File: config.mk
export PLATFORM = sky130hd
export DESIGN_NAME = rv3_cordic_cell
export DESIGN_NICKNAME = d
export VERILOG_FILES = /design/src/sv/rv3_pkg.sv /design/src/sv/rv3_cordic_cell.sv
export SDC_FILE = /design/constraint.sdc
export NUM_CORES = 1
export LEC_CHECK = 0
export ABC_AREA = 1
export BUFFER_PORTS_ARGS = -buffer_cell sky130_fd_sc_hd__buf_2
export CORE_MARGIN = 3
export CORE_UTILIZATION = 35
export DETAILED_ROUTE_END_ITERATION = 12
export HOLD_SLACK_MARGIN = 0.1
export PLACE_DENSITY = 0.56
export REMOVE_ABC_BUFFERS = 1
export SYNTH_ARGS = -nofsm -noshare
export SYNTH_HDL_FRONTEND = slang
export SYNTH_SLANG_ARGS = --single-unit
File: constraint.sdc
create_clock -name clk -period 2.4 [get_ports clk]
set_clock_uncertainty 0.15 [all_clocks]
set_input_delay 0.72 -clock clk [delete_from_list [all_inputs] [get_ports clk]]
set_output_delay 0.72 -clock clk [all_outputs]
set_load 0.05 [all_outputs]
File: src/sv/rv3_pkg.sv
// shared constants, types and the arc tangent table for the 3d axis rotator
package rv3_pkg;

	// default configuration
	localparam int COORD_WIDTH_DEF     = 32;
	localparam int ANGLE_WIDTH_DEF     = 16;
	localparam int ROTATION_STAGES_DEF = 16;

	// cordic vector: q2.30 carried in a few guard bits
	localparam int VEC_FRAC = 30;
	localparam int VEC_W    = 34;

	localparam logic signed [VEC_W-1:0] CORDIC_GAIN = VEC_W'(652032874);

	// axis codes
	typedef enum logic [1:0] {
		AXIS_X    = 2'd0,
		AXIS_Y    = 2'd1,
		AXIS_Z    = 2'd2,
		AXIS_NONE = 2'd3
	} axis_sel_t;

	// fraction bits of the rounded cos and sin
	function automatic int trig_frac(input int cw);
		trig_frac = ((62 - cw) < VEC_FRAC) ? (62 - cw) : VEC_FRAC;
	endfunction

	// atan(2^-i) in 2^-32 turn units
	function automatic logic signed [VEC_W-1:0] arc_entry(input int i);
		logic signed [VEC_W-1:0] v;
		case (i)
			0:       v = VEC_W'(536870912);
			1:       v = VEC_W'(316933406);
			2:       v = VEC_W'(167458907);
			3:       v = VEC_W'(85004756);
			4:       v = VEC_W'(42667331);
			5:       v = VEC_W'(21354465);
			6:       v = VEC_W'(10679838);
			7:       v = VEC_W'(5340245);
			8:       v = VEC_W'(2670163);
			9:       v = VEC_W'(1335087);
			10:      v = VEC_W'(667544);
			11:      v = VEC_W'(333772);
			12:      v = VEC_W'(166886);
			13:      v = VEC_W'(83443);
			14:      v = VEC_W'(41722);
			15:      v = VEC_W'(20861);
			16:      v = VEC_W'(10430);
			17:      v = VEC_W'(5215);
			18:      v = VEC_W'(2608);
			19:      v = VEC_W'(1304);
			20:      v = VEC_W'(652);
			21:      v = VEC_W'(326);
			22:      v = VEC_W'(163);
			23:      v = VEC_W'(81);
			24:      v = VEC_W'(41);
			25:      v = VEC_W'(20);
			26:      v = VEC_W'(10);
			27:      v = VEC_W'(5);
			28:      v = VEC_W'(3);
			29:      v = VEC_W'(1);
			30:      v = VEC_W'(1);
			default: v = '0;
		endcase
		arc_entry = v;
	endfunction

endpackage

File: src/sv/rv3_cordic_cell.sv
// one cordic micro-rotation cell, registered, with the point riding alongside
module rv3_cordic_cell #(
	parameter int STAGE  = 0,
	parameter int PASS_W = 98
) (
	input  logic                              clk,
	input  logic                              arst_n,
	input  logic                              en,
	input  logic                              up_valid,
	input  logic signed [rv3_pkg::VEC_W-1:0]  up_x,
	input  logic signed [rv3_pkg::VEC_W-1:0]  up_y,
	input  logic signed [rv3_pkg::VEC_W-1:0]  up_z,
	input  logic [PASS_W-1:0]                 up_data,
	output logic                              dn_valid,
	output logic signed [rv3_pkg::VEC_W-1:0]  dn_x,
	output logic signed [rv3_pkg::VEC_W-1:0]  dn_y,
	output logic signed [rv3_pkg::VEC_W-1:0]  dn_z,
	output logic [PASS_W-1:0]                 dn_data
);
	import rv3_pkg::*;

	localparam logic signed [VEC_W-1:0] ARC = arc_entry(STAGE);

	logic                    valid_s1;
	logic signed [VEC_W-1:0] x_s1, y_s1, z_s1;
	logic [PASS_W-1:0]       data_s1;
	logic signed [VEC_W-1:0] x_sh, y_sh, x_nxt, y_nxt, z_nxt;

	assign x_sh = up_x >>> STAGE;
	assign y_sh = up_y >>> STAGE;

	// rotate toward zero residual
	always_comb begin
		if (!up_z[VEC_W-1]) begin
			x_nxt = up_x - y_sh;
			y_nxt = up_y + x_sh;
			z_nxt = up_z - ARC;
		end else begin
			x_nxt = up_x + y_sh;
			y_nxt = up_y - x_sh;
			z_nxt = up_z + ARC;
		end
	end

	always_ff @(posedge clk or negedge arst_n) begin
		if (!arst_n) begin
			valid_s1 <= 1'b0;
		end else if (en) begin
			valid_s1 <= up_valid;
		end
	end

	always_ff @(posedge clk) begin
		if (en) begin
			x_s1    <= x_nxt;
			y_s1    <= y_nxt;
			z_s1    <= z_nxt;
			data_s1 <= up_data;
		end
	end

	assign dn_valid = valid_s1;
	assign dn_x     = x_s1;
	assign dn_y     = y_s1;
	assign dn_z     = z_s1;
	assign dn_data  = data_s1;

endmodule

# Word level (Yosys, flattened, before mapping)
# Cells that the tools add are included.
# totals
reg_bits,201
latch_bits,0
ramBits,0
rom_bits,0
inputBits,204
out_inout_bits,201
wordCells,13
n_memories,0
# classes
add_sub_neg,5
multipliers,0
n_div,0
n_lt_le_gt_ge,0
n_eq_ne,0
shifts,0
mux,3
bitwise,0
reduce_logical,0
# ops
cell,count
$mux 34,3
$sub 34x34->34,2
$add 34x31->34 const B,1
$add 34x34->34,1
$sub 34x31->34 const B,1

# Logic depth before layout (Yosys ltp)
# Gate-level depths: netlist of run 1.
# depth
word_depth,2
depth_mapped,18
depth_no_buf,17

# Worst setup path before layout of run 1
# Ideal clock, no wire load.
# synth_path
path_kind,input to register
startpoint,in up_x[0] (netlist bit)
endpoint,"reg x_s1[32], in the netlist dn_x[32] (data pin)"
setup_time_ns,0.253
arrival_time_ns,2.157
required_time_ns,1.997
slack_ns,-0.160
path_stages,13
n_path_buf,0
cell_sequence,inv_1 -> ha_1 -> fa_1 -> o21ai_2 -> nand2_1 -> nand2_1 -> nand2_1 -> nand2_1 -> nand2_1 -> nand2_1 -> nand2_1 -> nand3_1 -> nand2_1
# synth_via
elab_chain_len,2
word_cells_on_any_way,3
cone_classes,add/sub (2); mux (1)
# synth_rtl
item,line_no,rtl
"start, declared",rv3_cordic_cell.sv:10,"input logic signed [rv3_pkg::VEC_W-1:0] up_x,"
$sub 34x34->34 or $add 34x34->34 (tied branches),"rv3_cordic_cell.sv:35, rv3_cordic_cell.sv:39",
$mux 34 *,rv3_cordic_cell.sv:34,if (!up_z[VEC_W-1]) begin
net x_nxt[32],rv3_cordic_cell.sv:27,"logic signed [VEC_W-1:0] x_sh, y_sh, x_nxt, y_nxt, z_nxt;"
"end signal, assigned",rv3_cordic_cell.sv:55,x_s1 <= x_nxt;
"end, declared",rv3_cordic_cell.sv:25,"logic signed [VEC_W-1:0] x_s1, y_s1, z_s1;"
# The timed path passes the listed nets; every way through them passes the cells marked *.
# A chain may end at the register's enable or synchronous reset.

# Worst setup path in the final report of run 1
# layout_path
startpoint,in up_y[14] (netlist bit)
endpoint,"reg x_s1[23], in the netlist dn_x[23] (data pin)"
# layout_via
elab_chain_len,2
word_cells_on_any_way,3
cone_classes,add/sub (2); mux (1)
# layout_rtl
item,line_no,rtl
"start, declared",rv3_cordic_cell.sv:11,"input logic signed [rv3_pkg::VEC_W-1:0] up_y,"
$sub 34x34->34 or $add 34x34->34 (tied branches),"rv3_cordic_cell.sv:35, rv3_cordic_cell.sv:39",
$mux 34 *,rv3_cordic_cell.sv:34,
net x_nxt[23],rv3_cordic_cell.sv:27,
# Marked as above.

==> results of run 1 <==
==> cells by family (layout without fill, tap and decap cells) <==
family                   Yosys count  in the layout  share of synthesized area
buffers and inverters            258            993                     0.0811
other                              0             10                          0
flip-flops                       200            200                      0.445
multiplexers                       3              3                    0.00232
XOR/XNOR                          27             27                     0.0175
AO/OA/AOI/OAI                    276            276                      0.117
adder cells (fa/ha/maj)          107            107                      0.101
AND/OR/NAND/NOR                  740            740                      0.236
==> cell type report <==
type,instances,area (um^2)
repair buffers,747,4700
clock inverters,14,161
fillers,3640,17700
diodes,10,25.0
multi-input cells,1153,7430
inverters,214,806
well taps,511,639
flip-flops and latches,200,6000
clock buffers,18,429
==> placed cells by master, fill, tap and decap left out, types with 4 or more instances in the layout <==
cell,n
o21bai_1,6
ha_1,74
nor3_2,13
nor2_2,40
nand3_1,136
nand2_1,347
o211ai_1,7
nor2_4,10
o21ai_2,7
diode_2,10
nand2_2,57
clkbuf_16,17
nand4_1,12
edfxtp_1,199
nand2_4,5
nor2_1,96
buf_2,401
o22ai_1,5
a21oi_4,5
nand3_2,6
inv_1,193
inv_2,20
o21ai_1,38
xor2_1,23
o21ai_0,48
ha_4,27
a21oi_2,54
a21o_1,19
inv_6,4
buf_12,6
a21oi_1,70
buf_4,335
or2_2,4
==> state kept, by name, summed over array words and instances, names as in the netlist <==
register	flops
dn_x	34
dn_valid	1
dn_z	34
dn_y	33
dn_data	98
==> through the flow <==
stage	utilization	power, mW
final	0.534	12.4
after global routing	0.534	13.0
after CTS	0.508	12.1
after detailed placement	0.487	9.03
after global placement	0.487	9.02
after floorplan	-	7.10
==> power groups by stage <==
stage	combinational [mW]	clock (mW)	sequential (mW)
finish	4.97	3.02	4.37
floorplan	1.39	0	5.71
global placement	4.56	0	4.45
global route	5.31	3.25	4.41
detailed placement	4.58	0	4.45
CTS	4.66	3.10	4.38
==> worst min path at each step <==
stage	end	slack, ns	depth (start not counted)
finish	dn_data[90]$_DFFE_PP_	0.27	1
global route	dn_data[90]$_DFFE_PP_	0.25	1
CTS	dn_z[25]$_DFFE_PP_	0.25	1
detailed placement	dn_valid$_DFFE_PN0P_	0.35	1
global placement	dn_valid$_DFFE_PN0P_	0.34	1
floorplan	dn_valid$_DFFE_PN0P_	0.27	0
==> repair_timing <==
| action | 4_1_cts | 5_1_grt |
|---|---|---|
| hold endpoints to repair | 1 | 0 |
| pin swaps | 2 | 49 |
| endpoints found under the setup margin | 50 | 52 |
| hold buffers | 1 | 0 |
| gates resized for setup | 62 | 226 |
| buffers inserted | 1 | 8 |
==> routing by layer <==
| metal | GRT usage | vias to the layer above | routed length (um) |
|---|---|---|---|
| met1 | 0.322 | 6599 | 22900 |
| li1 | - | 6830 | - |
| met5 | 0 | - | 13 |
| met4 | 0.0883 | 2 | 1350 |
| met2 | 0.454 | 519 | 27500 |
| met3 | 0.0506 | 79 | 3620 |
==> metrics.md, run 1 <==
| Metric | Value |
|---|---|
| Slowest cell on the critical path | a21oi_1 |
| Drt wl/cell | roughly 19 um |
| Comb power frac | 0.402 |
| Cell variety after synth | 49 |
| H-Tree Depth | 4 |
| Vias per inst | a little under 5 |
| Period minus WS final | about 2.4 ns |
| Placed cell count | about 2800 |
| PnR worst setup slack | approximately 0.046 ns |
| CTS root buf | clkbuf_16 |
| GPL Wtd Cong | about 0.96 |
| TritonCTS clock tree | yes |
| Fmax | between 400 and 500 MHz |
| Number of cell rows | slightly above 70 |
| Routed vias | approximately 14000 |
| R2R setup slack | between 1.5 and 2 ns |
| Placement Setup Slack | -0.760 ns |
| Fin cells | around 2900 |
| DRC viols | 0 |
| Warnings from Yosys | 0 |
| CP max stage delay | between 0.2 and 0.3 ns |
| Worst Hold Launch | up_data[90] |
| Setup violations, final | 0 |
| Crit path launch type | input port |
| Remaining Overflow, GRT | 0 |
| Dpl cell area | 18400 um^2 |
| Initial Utilization | 0.356 |
| Final instance area | roughly 20000 um^2 |
| Clock-pin transition on the worst setup and hold timing paths | 0.09 ns |
| Critical path data arrival time | ~2.4 ns |
| Worst slew margin | 0.690 |
| Crit path kind | input port to flop |
| Synth area leaders | edfxtp_1 (44%), nand2_1 (11%), ha_1 (9.6%) |
| Final Hold Viols | 0 |
| Largest net degree at the start of global routing | between 60 and 70 |
| I/O pin total | 405 |
| Register bit total from synthesis | 200 |
| Status | completed |
| Vias in the first global route | roughly 14000 |
| Hold Path Class | input port to flop |
| Flop pwr share | 0.354 |
| CTS max path bufs | 2 |
| Clk sinks | 200 |
| Worst-Skew Late Latency | 0.45 ns |
| Post-synth top cells | nand2_1 (397), inv_1 (206), edfxtp_1 (199) |
| PwrDens | about 600 nW/um^2 |
| Post-layout nets | ~2600 |
| CP Cell Sequence | buf_2, buf_4, inv_1, ha_1, buf_4, a21oi_2, o21ai_1, a21oi_1, nand2_2, nand2_2, nand3_1, nand3_1, nand2_1 |
| Share of the synthesized area in the top cell type | 0.443 |
| Switching Share | 0.398 |
| Post-synth ARST share | 0.00500 |
| CP bufs+invs | 4 |
| EDFF count, synth | between 150 and 200 |
| RSZ-0062 raised after global routing | yes |
| Largest area contributor in the netlist | edfxtp_1 |
| Hpwl dp | between 40 and 50 mm |
| Synth Flop Type | edfxtp_1 |
| Largest fanout on the critical path | 3 |
| Initial antenna violation count | 15 |
| Most frequent cell after synthesis | nand2_1 |
| 1st-pass router iterations | 5 |
| Worst r2r path cells | 1 |
| Die height | around 200 um |
| Setup_tns | 0 ns |
| Num CTS Buffers | 17 |
| CP endpoint | dn_x[23]$_DFFE_PP_ |
| Syn Area/Cell | 8.37 um^2 |
| GRT Resource Usage Total | 0.260 |
| Cell area after synthesis | roughly 13000 um^2 |
| Die width | between 200 and 250 um |
| CP Capture Type | flop |
| Internal power | 7.44 mW |
| Core Region | roughly 38000 um^2 |
| Sequential share of the synthesized area | 0.445 |
| CP required | approximately 2.5 ns |
| RR Endpoint | dn_valid$_DFFE_PN0P_ |
| Delay-heaviest family, CP | compound AO/OA/AOI/OAI gates |
| Port bufs | between 400 and 500 |
| Levels on crit path | 13 |
| Leakage power | between 9 and 10 nW |
| Final period util | 0.981 |
| Worst vdd ir | ~0.48 mV |
| Post-Route WL | around 55 mm |
| Psw | between 4 and 5 mW |
| Clock network power share | 0.245 |
| Slew @ Worst Pin | ~0.46 ns |
| Synth Instances | around 1600 |
| Area Growth Syn to Fin | 49.7% |
| Number of max-cap violations | 0 |
| Hold WS | approximately 0.27 ns |
| Post-route ant nets | 0 |
| Pins Over Slew Limit | 0 |
| Die Area | 40900 um^2 |
| First-pass GRT wire length | 80.0 mm |
| Worst setup path startpoint | up_y[14] |
| Detailed Route Iter0 Violations | between 700 and 800 |
| Critical R2R Launch | dn_valid$_DFFE_PN0P_ |
| Ratio of cells with drive above 1 in the final layout | 0.448 |
Power figures use the tool's default switching activity.
==> run 2: changes to the inputs <==
--- a/config.mk
+++ b/config.mk
@@ -5,13 +5,13 @@
 export SDC_FILE = /design/constraint.sdc
 export NUM_CORES = 1
 export LEC_CHECK = 0
-export ABC_AREA = 1
+export ABC_AREA = 0
 export BUFFER_PORTS_ARGS = -buffer_cell sky130_fd_sc_hd__buf_2
 export CORE_MARGIN = 3
 export CORE_UTILIZATION = 35
 export DETAILED_ROUTE_END_ITERATION = 12
 export HOLD_SLACK_MARGIN = 0.1
-export PLACE_DENSITY = 0.56
+export PLACE_DENSITY = 0.57
 export REMOVE_ABC_BUFFERS = 1
 export SYNTH_ARGS = -nofsm -noshare
 export SYNTH_HDL_FRONTEND = slang
==> metrics.md, run 2 <==
| Metric | Value |
|---|---|
| Status | finished, violations left (was completed) |
| Failing checks | setup timing |
| Worst-Skew Late Latency | 0.44 ns (was 0.45 ns) |
| Die Area | 36100 um^2 (was 40900 um^2) |
| Initial antenna violation count | 7 (was 15) |
| Fmax | 325 MHz (was 425 MHz) |
| Post-synth top cells | edfxtp_1 (199), a21oi_1 (127), inv_1 (104) (was nand2_1 (397), inv_1 (206), edfxtp_1 (199)) |
| Area of the multi-input gates | 6810 um^2 (was 7430 um^2) |
| Initial Utilization | 0.359 (was 0.356) |
| Most frequent cell after synthesis | edfxtp_1 (was nand2_1) |
| Max reg flops | 98 (unchanged) |
| Sequential share of the synthesized area | 0.507 (was 0.445) |
| Largest area contributor in the netlist | edfxtp_1 (unchanged) |
| Worst vdd ir | 0.455 mV (was 0.485 mV) |
| Worst Hold Launch | up_data[70] (was up_data[90]) |
| Pins Over Slew Limit | 0 (unchanged) |
| CTS max path bufs | 2 (unchanged) |
| Number of max-cap violations | 0 (unchanged) |
| I/O pin total | 405 (unchanged) |
| Clock network power share | 0.237 (was 0.245) |
| Commonest non-fill, non-tap cell in the layout | buf_2 (unchanged) |
| Synth Flop Type | edfxtp_1 (unchanged) |
| Hold Path Sink | dn_data[70]$_DFFE_PP_ (was dn_data[90]$_DFFE_PP_) |
| Routed vias | 11591 (was 14029) |
| Detailed Route Iter0 Violations | 739 (was 712) |
| Hold Path Class | input port to flop (unchanged) |
| Vias per inst | 4.96 (was 4.89) |
| Synth area leaders | edfxtp_1 (50%), ha_1 (11%), a21oi_1 (5.4%) (was edfxtp_1 (44%), nand2_1 (11%), ha_1 (9.6%)) |
| Leakage power | 8.91 nW (was 9.70 nW) |
| Post-Route WL | 47.5 mm (was 55.3 mm) |
| Number of cell rows | 66 (was 71) |
| Critical path data arrival time | 3.12 ns (was 2.42 ns) |
| RR Endpoint | dn_valid$_DFFE_PN0P_ (unchanged) |
| Largest net degree at the start of global routing | 39 (was 62) |
| Largest fanout on the critical path | 4 (was 3) |
| Ratio of cells with drive above 1 in the final layout | 0.595 (was 0.448) |
| Share of the synthesized area in the top cell type | 0.505 (was 0.443) |
| Area Growth Syn to Fin | 68.8% (was 49.7%) |
| DRC viols | 0 (unchanged) |
| Comb power frac | 0.416 (was 0.402) |
| Syn Area/Cell | 10.9 um^2 (was 8.37 um^2) |
| Crit path kind | input port to flop (unchanged) |
| Register bit total from synthesis | 200 (unchanged) |
| TritonCTS clock tree | yes (unchanged) |
| Post-route ant nets | 0 (unchanged) |
| Synth Instances | 1085 (was 1611) |
| Layout Utilization | 0.607 (was 0.534) |
| GRT Resource Usage Total | 0.248 (was 0.260) |
| Die width | 190 um (was 202 um) |
| Setup_tns | -22.82 ns (was 0 ns) |
| Switching Share | 0.386 (was 0.398) |
| Period minus WS final | 3.08 ns (was 2.35 ns) |
| Num CTS Buffers | 17 (unchanged) |
| Most frequent cells in the layout | buf_2 (383), buf_4 (356), edfxtp_1 (199) (was buf_2 (401), nand2_1 (347), buf_4 (335)) |
| Remaining Overflow, GRT | 0 (unchanged) |
| CTS root buf | clkbuf_16 (unchanged) |
| Warnings from Yosys | 0 (unchanged) |
| Hold WS | 0.285 ns (was 0.275 ns) |
| Drt wl/cell | 20.3 um (was 19.3 um) |
| Worst r2r path cells | 1 (unchanged) |
| Filler cell count | 2799 (was 3640) |
| Worst slew margin | 0.534 (was 0.690) |
| Port bufs | 404 (unchanged) |
| Final period util | 1.28 (was 0.981) |
| Post-synth ARST share | 0.00500 (unchanged) |
| RSZ-0062 raised after global routing | yes (unchanged) |
| R2R setup slack | 1.49 ns (was 1.51 ns) |
| Placement Setup Slack | -1.54 ns (was -0.760 ns) |
| Crit path launch type | input port (unchanged) |
| Flop pwr share | 0.347 (was 0.354) |
| PwrDens | 641 nW/um^2 (was 612 nW/um^2) |
| Die height | 190 um (was 202 um) |
| Clock-pin transition on the worst setup and hold timing paths | 0.09 ns (about the same) |
| Cell variety after synth | 76 (was 49) |
| CP Capture Type | flop (unchanged) |
| Vias in the first global route | 11682 (was 13814) |
| Slew @ Worst Pin | 0.693 ns (was 0.464 ns) |
| Psw | 4.94 mW (was 4.92 mW) |
| Internal power | 7.86 mW (was 7.44 mW) |
| Critical R2R Launch | dn_valid$_DFFE_PN0P_ (unchanged) |
| PnR worst setup slack | -0.676 ns (was 0.0463 ns) |
| Clk sinks | 200 (unchanged) |
| Register area | 6000 um^2 (unchanged) |
| Setup violations, final | 53 (was 0) |
| Hpwl dp | 37.3 mm (was 46.3 mm) |
| 1st-pass router iterations | 5 (unchanged) |
| GPL Wtd Cong | 0.910 (was 0.957) |
| H-Tree Depth | 4 (unchanged) |
| First-pass GRT wire length | 68.3 mm (was 80.0 mm) |
| EDFF count, synth | 199 (unchanged) |
| Post-layout nets | 2183 (was 2644) |
| Core Region | 32900 um^2 (was 37800 um^2) |
| Final Hold Viols | 0 (unchanged) |
| Hold depth | 1 (unchanged) |
| CP required | 2.44 ns (was 2.47 ns) |
| Cell area after synthesis | 11800 um^2 (was 13500 um^2) |
[run 2: cell count changes in the layout (fill, tap and decap cells not counted), moves of 16 or more]
cell / before / now
buf_2: 401 / 383
buf_4: 335 / 356
buf_6: 2 / 51
inv_1: 193 / 81
nand2_1: 347 / 37
nand2_2: 57 / 9
nand3_1: 136 / 8
nor2_1: 96 / 70
nor2_2: 40 / 14
o21ai_0: 48 / 21
o21ai_1: 38 / 22
xnor2_1: 1 / 52
[run 2: power by group through the flow]
stage | Sequential [mW] | Clock (mW) | Combinational (mW)
CTS | 4.45 | 3.09 | 4.94
global placement | 4.52 | 0 | 4.45
global route | 4.48 | 3.26 | 5.60
floorplan | 5.89 | 0 | 1.17
detailed placement | 4.53 | 0 | 4.46
finish | 4.44 | 3.03 | 5.33
[run 2: final cells by class]
| cell class | instances | share of cell area |
|---|---|---|
| multi-input cells | 733 | 0.341 |
| inverters | 110 | 0.0227 |
| clock buffers | 17 | 0.0213 |
| flip-flops and latches | 200 | 0.300 |
| clock inverters | 15 | 0.0102 |
| repair buffers | 810 | 0.276 |
| diodes | 10 | 0.00125 |
| well taps | 442 | 0.0277 |
[run 2: metrics by stage]
step	instance area (um^2)	cells	power, mW
6_report	20000	2337	12.8
4_1_cts	19000	2303	12.5
3_5_place_dp	16900	2242	8.99
2_1_floorplan	11600	1043	7.06
5_1_grt	20000	2334	13.3
3_3_place_gp	16900	2242	8.97
[run 2: critical path, cell delays in order]
cell,delay [ns]
buf_6,0.10
buf_4,0.14
ha_4,0.18
a211oi_4,0.26
o41ai_4,0.15
a21oi_4,0.20
o21ai_2,0.10
a211o_2,0.34
a311o_2,0.48
a21oi_2,0.17
o311ai_2,0.13
xnor2_1,0.14
[run 2: logic make-up (layout without fill, tap and decap cells)]
| group | Yosys count | in the layout | synth area share |
|---|---|---|---|
| buf+inv | 152 | 952 | 0.0562 |
| mux | 19 | 19 | 0.0162 |
| compound gates | 325 | 325 | 0.173 |
| flops | 200 | 200 | 0.507 |
| simple gates | 215 | 215 | 0.0827 |
| fa+ha+maj | 107 | 107 | 0.116 |
| other cells | 0 | 10 | 0 |
| xor+xnor | 67 | 67 | 0.0496 |
[run 2: routing by layer]
metal,share of wire,track usage
met5,0,0
met4,0.033,0.0910
met3,0.063,0.0394
met2,0.49,0.419
met1,0.41,0.321
[run 2: what timing repair did]
item                                    CTS  global route
endpoints found under the hold margin     1             0
resized for setup                       301           176
hold buffers                              1             0
endpoints found under the setup margin   55            55
pin swaps                               117           106
setup buffers                            33            32
[run 2: worst max path at each step]
stage,startpoint,to,cells after the start
after detailed placement,up_x[8],dn_y[33]$_DFFE_PP_,15
final,up_x[3],dn_x[33]$_DFFE_PP_,12
after global routing,up_y[5],dn_x[33]$_DFFE_PP_,12
after global placement,up_x[8],dn_y[33]$_DFFE_PP_,15
after floorplan,up_x[18],dn_x[33]$_DFFE_PP_,12
after CTS,up_x[0],dn_x[30]$_DFFE_PP_,14
